$ cat src/hw/rtl/clnseq_pkg.sv
`timescale 1ns / 1ps
`default_nettype none

package clnseq_pkg;

    // Microprogram addressing
    localparam int STEP_W = 4;
    typedef logic [STEP_W-1:0] step_t;

    localparam step_t STEP_INIT = 4'd0;   // power-up routine, ten steps
    localparam step_t STEP_BYTE = 4'd10;  // generic byte send, two steps

    // Command codes
    typedef enum logic [2:0] {
        OP_INIT       = 3'd0,
        OP_PUTC       = 3'd1,
        OP_GOTO       = 3'd2,
        OP_CURSOR_ON  = 3'd3,
        OP_CURSOR_OFF = 3'd4
    } op_t;

    // Control word fields
    typedef enum logic [1:0] {
        NIB_CONST,
        NIB_HIGH,
        NIB_LOW
    } nib_sel_t;

    typedef enum logic {
        RS_INSTR,
        RS_CMD
    } rs_sel_t;

    typedef enum logic [1:0] {
        BEF_NONE,
        BEF_INIT,
        BEF_POWER
    } before_sel_t;

    typedef enum logic [1:0] {
        AFT_NONE,
        AFT_CMD,
        AFT_CLEAR,
        AFT_BYTE
    } after_sel_t;

    typedef struct packed {
        nib_sel_t    nib_sel;
        logic [3:0]  const_nib;
        rs_sel_t     rs_sel;
        before_sel_t before_sel;
        after_sel_t  after_sel;
        logic        done;
    } ctrl_word_t;

    // Decoded command, handed from the decoder to the sequencer
    typedef struct packed {
        logic       valid;
        step_t      entry;
        logic       rs;
        logic [7:0] data_byte;
        logic       long_wait;
    } cmd_info_t;

    // Waits in microseconds
    localparam logic [14:0] WAIT_POWER_US = 15'd22000;
    localparam logic [14:0] WAIT_INIT_US  = 15'd2000;
    localparam logic [10:0] WAIT_CMD_US   = 11'd40;
    localparam logic [10:0] WAIT_CLEAR_US = 11'd2040;

    // Character codes
    localparam logic [7:0] CHR_FF    = 8'h0C;
    localparam logic [7:0] CHR_NL    = 8'h0A;
    localparam logic [7:0] CHR_CR    = 8'h0D;
    localparam logic [7:0] CHR_BS    = 8'h08;
    localparam logic [7:0] CHR_SPACE = 8'h20;
    localparam logic [7:0] CHR_FOLD  = 8'h07;

    // Display instructions
    localparam logic [7:0] INS_FUNC_SET    = 8'h28;
    localparam logic [7:0] INS_CLEAR       = 8'h01;
    localparam logic [7:0] INS_LINE2       = 8'hC0;
    localparam logic [7:0] INS_HOME        = 8'h80;
    localparam logic [7:0] INS_SHIFT_LEFT  = 8'h10;
    localparam logic [7:0] INS_DISP_CURSOR = 8'h0E;
    localparam logic [7:0] INS_DISP_ON     = 8'h0C;
    localparam logic [7:0] INS_SET_DDRAM   = 8'h80;
    localparam logic [7:0] ROW2_OFFSET     = 8'h40;
    localparam logic [1:0] ROW_SECOND      = 2'd2;

endpackage

`default_nettype wire

$ cat src/hw/rtl/char_lcd_nibble_sequencer_top.sv
// Character LCD nibble sequencer, 4-bit bus style.
// Slave channel s_*: one command word per handshake; s_tdata from bit 0 up
// holds operation[2:0], char_code[7:0], column[6:0], row[1:0].
// Master channel m_*: one nibble word per handshake; m_tdata holds nibble,
// wait_before_us and wait_after_us, m_tuser is register select, m_tlast marks
// the final nibble of a command.
// The command is registered into the step counter and operand registers, and
// each control word then loads the output register. Throughput: one nibble
// word per cycle while m_tready is high. Init runs the power-up routine and
// every other command the byte routine; unused operation codes are dropped.
// The step counter walks the microcode table one control word per cycle, and
// the next command is taken once the final word of a run is in the output
// register, so it may wait there while decoding starts.
// A stall on m_tready freezes the step counter and holds the output word.
// Reset clears the sequencer to idle with no output word pending.
`timescale 1ns / 1ps
`default_nettype none

module char_lcd_nibble_sequencer_top (
    input  wire         clk,
    input  wire         rst_n,
    input  wire         s_tvalid,
    output logic        s_tready,
    input  wire  [23:0] s_tdata,   // operation[2:0], char_code[10:3], column[17:11], row[19:18]
    output logic        m_tvalid,
    input  wire         m_tready,
    output logic [31:0] m_tdata,   // nibble[3:0], wait_before_us[18:4], wait_after_us[29:19]
    output logic        m_tlast,
    output logic        m_tuser    // reg_select
);
    import clnseq_pkg::*;

    cmd_info_t  info;
    ctrl_word_t ctrl;

    logic       busy_reg;
    step_t      step_reg;
    logic       rs_reg;
    logic [7:0] byte_reg;
    logic       long_reg;

    logic        out_valid_reg;
    logic        out_rs_reg,  out_rs_next;
    logic [3:0]  out_nib_reg, out_nib_next;
    logic [14:0] out_bef_reg, out_bef_next;
    logic [10:0] out_aft_reg, out_aft_next;
    logic        out_last_reg;

    logic s_take;
    logic advance;

    clnseq_cmd_decode u_decode (
        .operation (s_tdata[2:0]),
        .char_code (s_tdata[10:3]),
        .column    (s_tdata[17:11]),
        .row       (s_tdata[19:18]),
        .info      (info)
    );

    clnseq_ucode_rom u_rom (
        .step (step_reg),
        .ctrl (ctrl)
    );

    assign s_tready = !busy_reg;
    assign s_take   = s_tvalid && s_tready;
    assign advance  = busy_reg && (!out_valid_reg || m_tready);

    // Datapath driven by the control word
    always_comb
    begin
        unique case (ctrl.nib_sel)
            NIB_HIGH: out_nib_next = byte_reg[7:4];
            NIB_LOW:  out_nib_next = byte_reg[3:0];
            default:  out_nib_next = ctrl.const_nib;
        endcase

        unique case (ctrl.rs_sel)
            RS_CMD:   out_rs_next = rs_reg;
            default:  out_rs_next = 1'b0;
        endcase

        unique case (ctrl.before_sel)
            BEF_POWER: out_bef_next = WAIT_POWER_US;
            BEF_INIT:  out_bef_next = WAIT_INIT_US;
            default:   out_bef_next = 15'd0;
        endcase

        unique case (ctrl.after_sel)
            AFT_CMD:   out_aft_next = WAIT_CMD_US;
            AFT_CLEAR: out_aft_next = WAIT_CLEAR_US;
            AFT_BYTE:  out_aft_next = long_reg ? WAIT_CLEAR_US : WAIT_CMD_US;
            default:   out_aft_next = 11'd0;
        endcase
    end

    // Sequencer control: step counter and output valid
    always_ff @(posedge clk or negedge rst_n)
    begin
        if (!rst_n)
        begin
            busy_reg      <= 1'b0;
            step_reg      <= STEP_INIT;
            out_valid_reg <= 1'b0;
        end
        else
        begin
            if (m_tready)
            begin
                out_valid_reg <= 1'b0;
            end
            if (advance)
            begin
                out_valid_reg <= 1'b1;
                if (ctrl.done)
                begin
                    busy_reg <= 1'b0;
                end
                else
                begin
                    step_reg <= step_reg + step_t'(1);
                end
            end
            else if (s_take && info.valid)
            begin
                busy_reg <= 1'b1;
                step_reg <= info.entry;
            end
        end
    end

    // Command operands
    always_ff @(posedge clk)
    begin
        if (s_take)
        begin
            rs_reg   <= info.rs;
            byte_reg <= info.data_byte;
            long_reg <= info.long_wait;
        end
    end

    // Output word register
    always_ff @(posedge clk)
    begin
        if (advance)
        begin
            out_rs_reg   <= out_rs_next;
            out_nib_reg  <= out_nib_next;
            out_bef_reg  <= out_bef_next;
            out_aft_reg  <= out_aft_next;
            out_last_reg <= ctrl.done;
        end
    end

    assign m_tvalid = out_valid_reg;
    assign m_tdata  = {2'b00, out_aft_reg, out_bef_reg, out_nib_reg};
    assign m_tlast  = out_last_reg;
    assign m_tuser  = out_rs_reg;

endmodule

`default_nettype wire

$ cat src/hw/rtl/clnseq_ucode_rom.sv
`timescale 1ns / 1ps
`default_nettype none

module clnseq_ucode_rom (
    input  wire  clnseq_pkg::step_t      step,
    output clnseq_pkg::ctrl_word_t       ctrl
);
    import clnseq_pkg::*;

    // Microprogram: power-up routine, then the shared byte routine
    always_comb
    begin
        ctrl = '{nib_sel: NIB_CONST, const_nib: 4'h0, rs_sel: RS_INSTR,
                 before_sel: BEF_NONE, after_sel: AFT_NONE, done: 1'b1};
        unique case (step)
            4'd0:  ctrl = '{NIB_CONST, 4'h3, RS_INSTR, BEF_POWER, AFT_NONE,  1'b0};
            4'd1:  ctrl = '{NIB_CONST, 4'h3, RS_INSTR, BEF_INIT,  AFT_NONE,  1'b0};
            4'd2:  ctrl = '{NIB_CONST, 4'h3, RS_INSTR, BEF_INIT,  AFT_CMD,   1'b0};
            4'd3:  ctrl = '{NIB_CONST, 4'h2, RS_INSTR, BEF_NONE,  AFT_CMD,   1'b0};
            // function set 0x28
            4'd4:  ctrl = '{NIB_CONST, 4'h2, RS_INSTR, BEF_NONE,  AFT_NONE,  1'b0};
            4'd5:  ctrl = '{NIB_CONST, 4'h8, RS_INSTR, BEF_NONE,  AFT_CLEAR, 1'b0};
            // display on 0x0C
            4'd6:  ctrl = '{NIB_CONST, 4'h0, RS_INSTR, BEF_NONE,  AFT_NONE,  1'b0};
            4'd7:  ctrl = '{NIB_CONST, 4'hC, RS_INSTR, BEF_NONE,  AFT_CLEAR, 1'b0};
            // clear 0x01
            4'd8:  ctrl = '{NIB_CONST, 4'h0, RS_INSTR, BEF_NONE,  AFT_NONE,  1'b0};
            4'd9:  ctrl = '{NIB_CONST, 4'h1, RS_INSTR, BEF_NONE,  AFT_CLEAR, 1'b1};
            // byte routine
            4'd10: ctrl = '{NIB_HIGH,  4'h0, RS_CMD,   BEF_NONE,  AFT_NONE,  1'b0};
            4'd11: ctrl = '{NIB_LOW,   4'h0, RS_CMD,   BEF_NONE,  AFT_BYTE,  1'b1};
            default: ctrl = '{NIB_CONST, 4'h0, RS_INSTR, BEF_NONE, AFT_NONE, 1'b1};
        endcase
    end

endmodule

`default_nettype wire

$ cat src/hw/rtl/clnseq_cmd_decode.sv
`timescale 1ns / 1ps
`default_nettype none

module clnseq_cmd_decode (
    input  wire  [2:0]             operation,
    input  wire  [7:0]             char_code,
    input  wire  [6:0]             column,
    input  wire  [1:0]             row,
    output clnseq_pkg::cmd_info_t  info
);
    import clnseq_pkg::*;

    logic [7:0] addr;

    // DDRAM address for goto, wrapping modulo 256 before the set bit
    always_comb
    begin
        addr = {1'b0, column} - 8'd1;
        if (row == ROW_SECOND)
        begin
            addr = addr + ROW2_OFFSET;
        end
    end

    // Pick the byte, register select and clear wait per command
    always_comb
    begin
        info = '{valid: 1'b1, entry: STEP_BYTE, rs: 1'b0, data_byte: 8'h00,
                 long_wait: 1'b0};
        unique case (operation)
            OP_INIT:
            begin
                info.entry = STEP_INIT;
            end
            OP_PUTC:
            begin
                priority if (char_code == CHR_FF)
                begin
                    info.data_byte = INS_CLEAR;
                    info.long_wait = 1'b1;
                end
                else if (char_code == CHR_NL)
                begin
                    info.data_byte = INS_LINE2;
                end
                else if (char_code == CHR_CR)
                begin
                    info.data_byte = INS_HOME;
                end
                else if (char_code == CHR_BS)
                begin
                    info.data_byte = INS_SHIFT_LEFT;
                end
                else if (char_code < CHR_SPACE)
                begin
                    info.rs        = 1'b1;
                    info.data_byte = char_code & CHR_FOLD;
                end
                else
                begin
                    info.rs        = 1'b1;
                    info.data_byte = char_code;
                end
            end
            OP_GOTO:
            begin
                info.data_byte = INS_SET_DDRAM | addr;
            end
            OP_CURSOR_ON:
            begin
                info.data_byte = INS_DISP_CURSOR;
            end
            OP_CURSOR_OFF:
            begin
                info.data_byte = INS_DISP_ON;
            end
            // unused codes give no nibbles
            default:
            begin
                info.valid = 1'b0;
            end
        endcase
    end

endmodule

`default_nettype wire

$ cat config.mk
export PLATFORM = sky130hd
export DESIGN_NAME = char_lcd_nibble_sequencer_top
export DESIGN_NICKNAME = d
export VERILOG_FILES = /design/src/hw/rtl/clnseq_pkg.sv /design/src/hw/rtl/char_lcd_nibble_sequencer_top.sv /design/src/hw/rtl/clnseq_ucode_rom.sv /design/src/hw/rtl/clnseq_cmd_decode.sv
export SDC_FILE = /design/constraint.sdc
export NUM_CORES = 1
export LEC_CHECK = 0
export BUFFER_PORTS_ARGS = -buffer_cell sky130_fd_sc_hd__buf_2
export CORE_UTILIZATION = 35
export CTS_BUF_LIST = sky130_fd_sc_hd__clkbuf_4 sky130_fd_sc_hd__clkbuf_8
export CTS_CLUSTER_SIZE = 12
export DETAILED_ROUTE_END_ITERATION = 7
export REMOVE_ABC_BUFFERS = 1
export SLEW_MARGIN = 20
export SYNTH_ARGS = -nofsm -noshare
export SYNTH_HDL_FRONTEND = slang
export SYNTH_SLANG_ARGS = --single-unit
$ cat constraint.sdc
create_clock -name clk -period 4.2 [get_ports clk]
set_input_delay 0.84 -clock clk [delete_from_list [all_inputs] [get_ports clk]]
set_output_delay 0.84 -clock clk [all_outputs]
set_load 0.01 [all_outputs]
==> impl_results.md <==
- Final setup skew: 0.00794 ns
- Post-detailed-route count of antenna-violating nets: 0
- Maximum Capacitance Violations: 0
- Worst-case headroom to the max-slew limit: 0.405
- Synth Area per Inst: between 10 and 15 sq um
- Library cell used as clock root buffer: sky130_fd_sc_hd__clkbuf_8
- Final setup TNS: 0 ns
- Required time of the worst setup path: 4.22 ns
- Layout overhead on the synthesized area: 11.9%
- Fmax: 0.475 GHz
- Wire length on met3: 143 um
- Clock Sinks: 27
- Core region area: 4850 sq um
- Port Buf Inserts: 48
- Site Rows: 25
- Max FO, Critical Path: 8
- Total count of max-transition violations in the final report: 0
- Antenna violations before repair: 0
- Die area: roughly 5400 sq um
- Hold-fix buffers at CTS: 0
- Portion of the clock cycle consumed by the worst path in the final layout: 0.501
- Maximum number of pins on one net before global-route repair: 16
- Clock slew at reported path FFs: 0.09 ns
- TritonCTS clock tree: yes
- Clock tree buffer depth: 2
- Num CTS Buffers: 3
- Total via count after detailed routing: 1316
- # IOs: between 60 and 70
- Wire length of the first global-routing pass: 5.11 mm
- Flop and latch count out of synthesis: 27
- Register area share after synthesis: 0.433
- Crit path capture type: flop
- # placed instances: 276
- Arr. time, crit path: 2.12 ns
- Total congestion overflow after global routing: 0
- Cells after synthesis: 177
- DRT Pass-1 Iters: 4
- Worst skew pair latency: between 0.2 and 0.3 ns
- Number of nets in the layout: 254
- Highest metal used: met4
- Cell Area, Synth: 1800 sq um
- Maximum ir drop on the vdd rail: ~0.00020 V
- Met2 wire length: 1.51 mm
- Yosys warnings: 0
- Cell area power density: 575 nW/um^2
- Post-CTS setup buffers: 0
- Dpl hpwl: 2.56 mm
- Count of instances resized after the clock tree is built: 0
- Crit path time final: 2.10 ns
- Number of synthesized flops with an enable pin: 21
- Run status: finished clean
- Final wirelength: 3.16 mm
- Netlist cell types: 42
- Wire length per cell after detailed routing: 11.3 um
- Fin cells: 280
- Kind of path behind the tightest hold check: in -> async
- Antenna diode count: 0
- Worst slew pin tran: 0.890 ns
- Final number of hold-violating endpoints: 0
- Standby leakage power: between 0.9 and 1 nW
- Ratio of cells with drive above 1 in the final layout: 0.277
- Total number of H-tree levels: 1
- M1 wire length: between 1 and 1.5 mm
- Violation count after the first detailed-routing iteration: 55
- Vias in the first global route: 1147
- Type of the worst setup path: reg -> reg
- Fillcell total: between 400 and 500
- Final weighted congestion in routability-driven placement: 0.798
- Number of DRC violations after detailed routing: 0
- Die extent in y: 73.8 um
- Setup repair after global routing missed its margin: no
- Chip Width: 73.8 um
- Effective utilization at floorplan: 0.372
- Max reg flops: 8
- Startpoint type of the worst setup path: flop
- Prevailing post-synth register cell: sky130_fd_sc_hd__edfxtp_1
- Finish-stage setup viols: 0
- Vias per std cell: 4.70
- GR Util All Layers: 0.124
- FFs w/ async S/R, synth: 0.222
-- report_power, final --
part           switching (mW)  leakage (nW)  internal (mW)
Combinational           0.312         0.637          0.219
Clock                  0.0799        0.0255         0.0665
Sequential             0.0658         0.272          0.418
-- per-layer routing --
| metal | global-route usage | vias up |
|---|---|---|
| li1 | - | 664 |
| met5 | 0 | - |
| met3 | 0.0151 | 5 |
| met4 | 0.0641 | 0 |
| met1 | 0.157 | 597 |
| met2 | 0.206 | 50 |
-- area by class of cell --
class | instances | area [sq um] | share of cell area
Clock buffer | 3 | 41.3 | 0.0204
Clock inverter | 1 | 5.00 | 0.00248
Inverter | 21 | 78.8 | 0.0390
Multi-Input combinational cell | 113 | 790 | 0.391
Sequential cell | 27 | 781 | 0.387
Tap cell | 67 | 83.8 | 0.0415
Timing Repair Buffer | 48 | 240 | 0.119
-- cell usage after synthesis (2+ instances only) --
library cell | n | area share
sky130_fd_sc_hd__nor3_4 | 2 | 0.018
sky130_fd_sc_hd__a221oi_1 | 4 | 0.019
sky130_fd_sc_hd__buf_4 | 23 | 0.096
sky130_fd_sc_hd__xnor2_1 | 3 | 0.015
sky130_fd_sc_hd__a31oi_1 | 2 | 0.0069
sky130_fd_sc_hd__nand2_1 | 10 | 0.021
sky130_fd_sc_hd__nor2_1 | 9 | 0.019
sky130_fd_sc_hd__ha_1 | 12 | 0.083
sky130_fd_sc_hd__o22ai_1 | 4 | 0.014
sky130_fd_sc_hd__inv_1 | 21 | 0.044
sky130_fd_sc_hd__a21oi_1 | 8 | 0.022
sky130_fd_sc_hd__edfxtp_1 | 21 | 0.35
sky130_fd_sc_hd__a22oi_1 | 3 | 0.012
sky130_fd_sc_hd__dfrtp_1 | 6 | 0.083
sky130_fd_sc_hd__o31a_1 | 2 | 0.0097
sky130_fd_sc_hd__nand2b_1 | 6 | 0.021
sky130_fd_sc_hd__xor2_1 | 3 | 0.015
sky130_fd_sc_hd__and3_1 | 2 | 0.0069
sky130_fd_sc_hd__and2_1 | 3 | 0.010
sky130_fd_sc_hd__o21ai_0 | 8 | 0.022
sky130_fd_sc_hd__nor2b_1 | 4 | 0.014
-- worst paths after layout --
| check | from | to | slack (ns) | depth (start not counted) |
|---|---|---|---|---|
| setup / recovery | step_reg[0]$_DFFE_PN0P_ | out_nib_reg[0]$_DFFE_PP_ | 2.10 | 7 |
| hold / removal | rst_n | m_tvalid$_DFFE_PN0P_ | 0.37 | 1 |
| setup reg to reg | step_reg[0]$_DFFE_PN0P_ | out_nib_reg[0]$_DFFE_PP_ | 2.10 | 7 |
| hold reg to reg | m_tvalid$_DFFE_PN0P_ | m_tvalid$_DFFE_PN0P_ | 0.57 | 2 |
| max in group asynchronous | rst_n | step_reg[3]$_DFFE_PN0P_ | 3.69 | 1 |
| min in group clk | m_tvalid$_DFFE_PN0P_ | m_tvalid$_DFFE_PN0P_ | 0.57 | 2 |
-- metrics by stage --
| step | hold WS [ns] | instance area (sq um) | power [mW] | util | setup slack [ns] |
|---|---|---|---|---|---|
| 3_3_place_gp | 0.504 | 1970 | 1.01 | 0.407 | 1.81 |
| 4_1_cts | 0.365 | 2020 | 1.18 | 0.417 | 2.07 |
| 5_1_grt | 0.375 | 2020 | 1.26 | 0.417 | 1.93 |
| 3_5_place_dp | 0.556 | 1970 | 1.03 | 0.407 | 1.78 |
| 2_1_floorplan | 0.528 | 1650 | 0.827 | - | 2.11 |
| 6_report | 0.367 | 2020 | 1.16 | 0.417 | 2.10 |
-- logic make-up after synthesis --
| group | after synthesis | share of synthesized area |
|---|---|---|
| AOI/OAI and AO/OA | 40 | 0.155 |
| muxes | 1 | 0.00624 |
| xor gates and xnor gates | 6 | 0.0291 |
| adders and majority gates | 12 | 0.0832 |
| and+or+nand+nor | 43 | 0.141 |
| buffers and inverters | 47 | 0.150 |
| DFF | 27 | 0.433 |
| other | 1 | 0.00208 |
-- layout by cell type, fill, tap and decap left out, types with 2 or more instances in the layout --
cell,netlist,final
sky130_fd_sc_hd__buf_2,1,48
sky130_fd_sc_hd__inv_1,21,21
sky130_fd_sc_hd__edfxtp_1,21,21
sky130_fd_sc_hd__ha_1,12,12
sky130_fd_sc_hd__conb_1,1,11
sky130_fd_sc_hd__nand2_1,10,10
sky130_fd_sc_hd__nor2_1,9,9
sky130_fd_sc_hd__a21oi_1,8,8
sky130_fd_sc_hd__o21ai_0,8,8
sky130_fd_sc_hd__nand2b_1,6,6
sky130_fd_sc_hd__dfrtp_1,6,6
sky130_fd_sc_hd__nor2b_1,4,4
sky130_fd_sc_hd__a221oi_1,4,4
sky130_fd_sc_hd__o22ai_1,4,4
sky130_fd_sc_hd__and2_1,3,3
sky130_fd_sc_hd__a22oi_1,3,3
sky130_fd_sc_hd__xnor2_1,3,3
sky130_fd_sc_hd__xor2_1,3,3
sky130_fd_sc_hd__clkbuf_8,0,3
sky130_fd_sc_hd__nor3_4,2,2
sky130_fd_sc_hd__a31oi_1,2,2
sky130_fd_sc_hd__o31a_1,2,2
sky130_fd_sc_hd__and3_1,2,2
-- worst max-delay path, cell delays in order, from the launching register on --
cell and delay, ns:
sky130_fd_sc_hd__dfrtp_1 0.51, sky130_fd_sc_hd__ha_1 0.25, sky130_fd_sc_hd__ha_1 0.20, sky130_fd_sc_hd__nand2_1 0.08, sky130_fd_sc_hd__ha_1 0.41, sky130_fd_sc_hd__inv_1 0.06
sky130_fd_sc_hd__a221oi_1 0.26, sky130_fd_sc_hd__nor2_1 0.08
No activity file was read; power rests on OpenSTA's default activity.
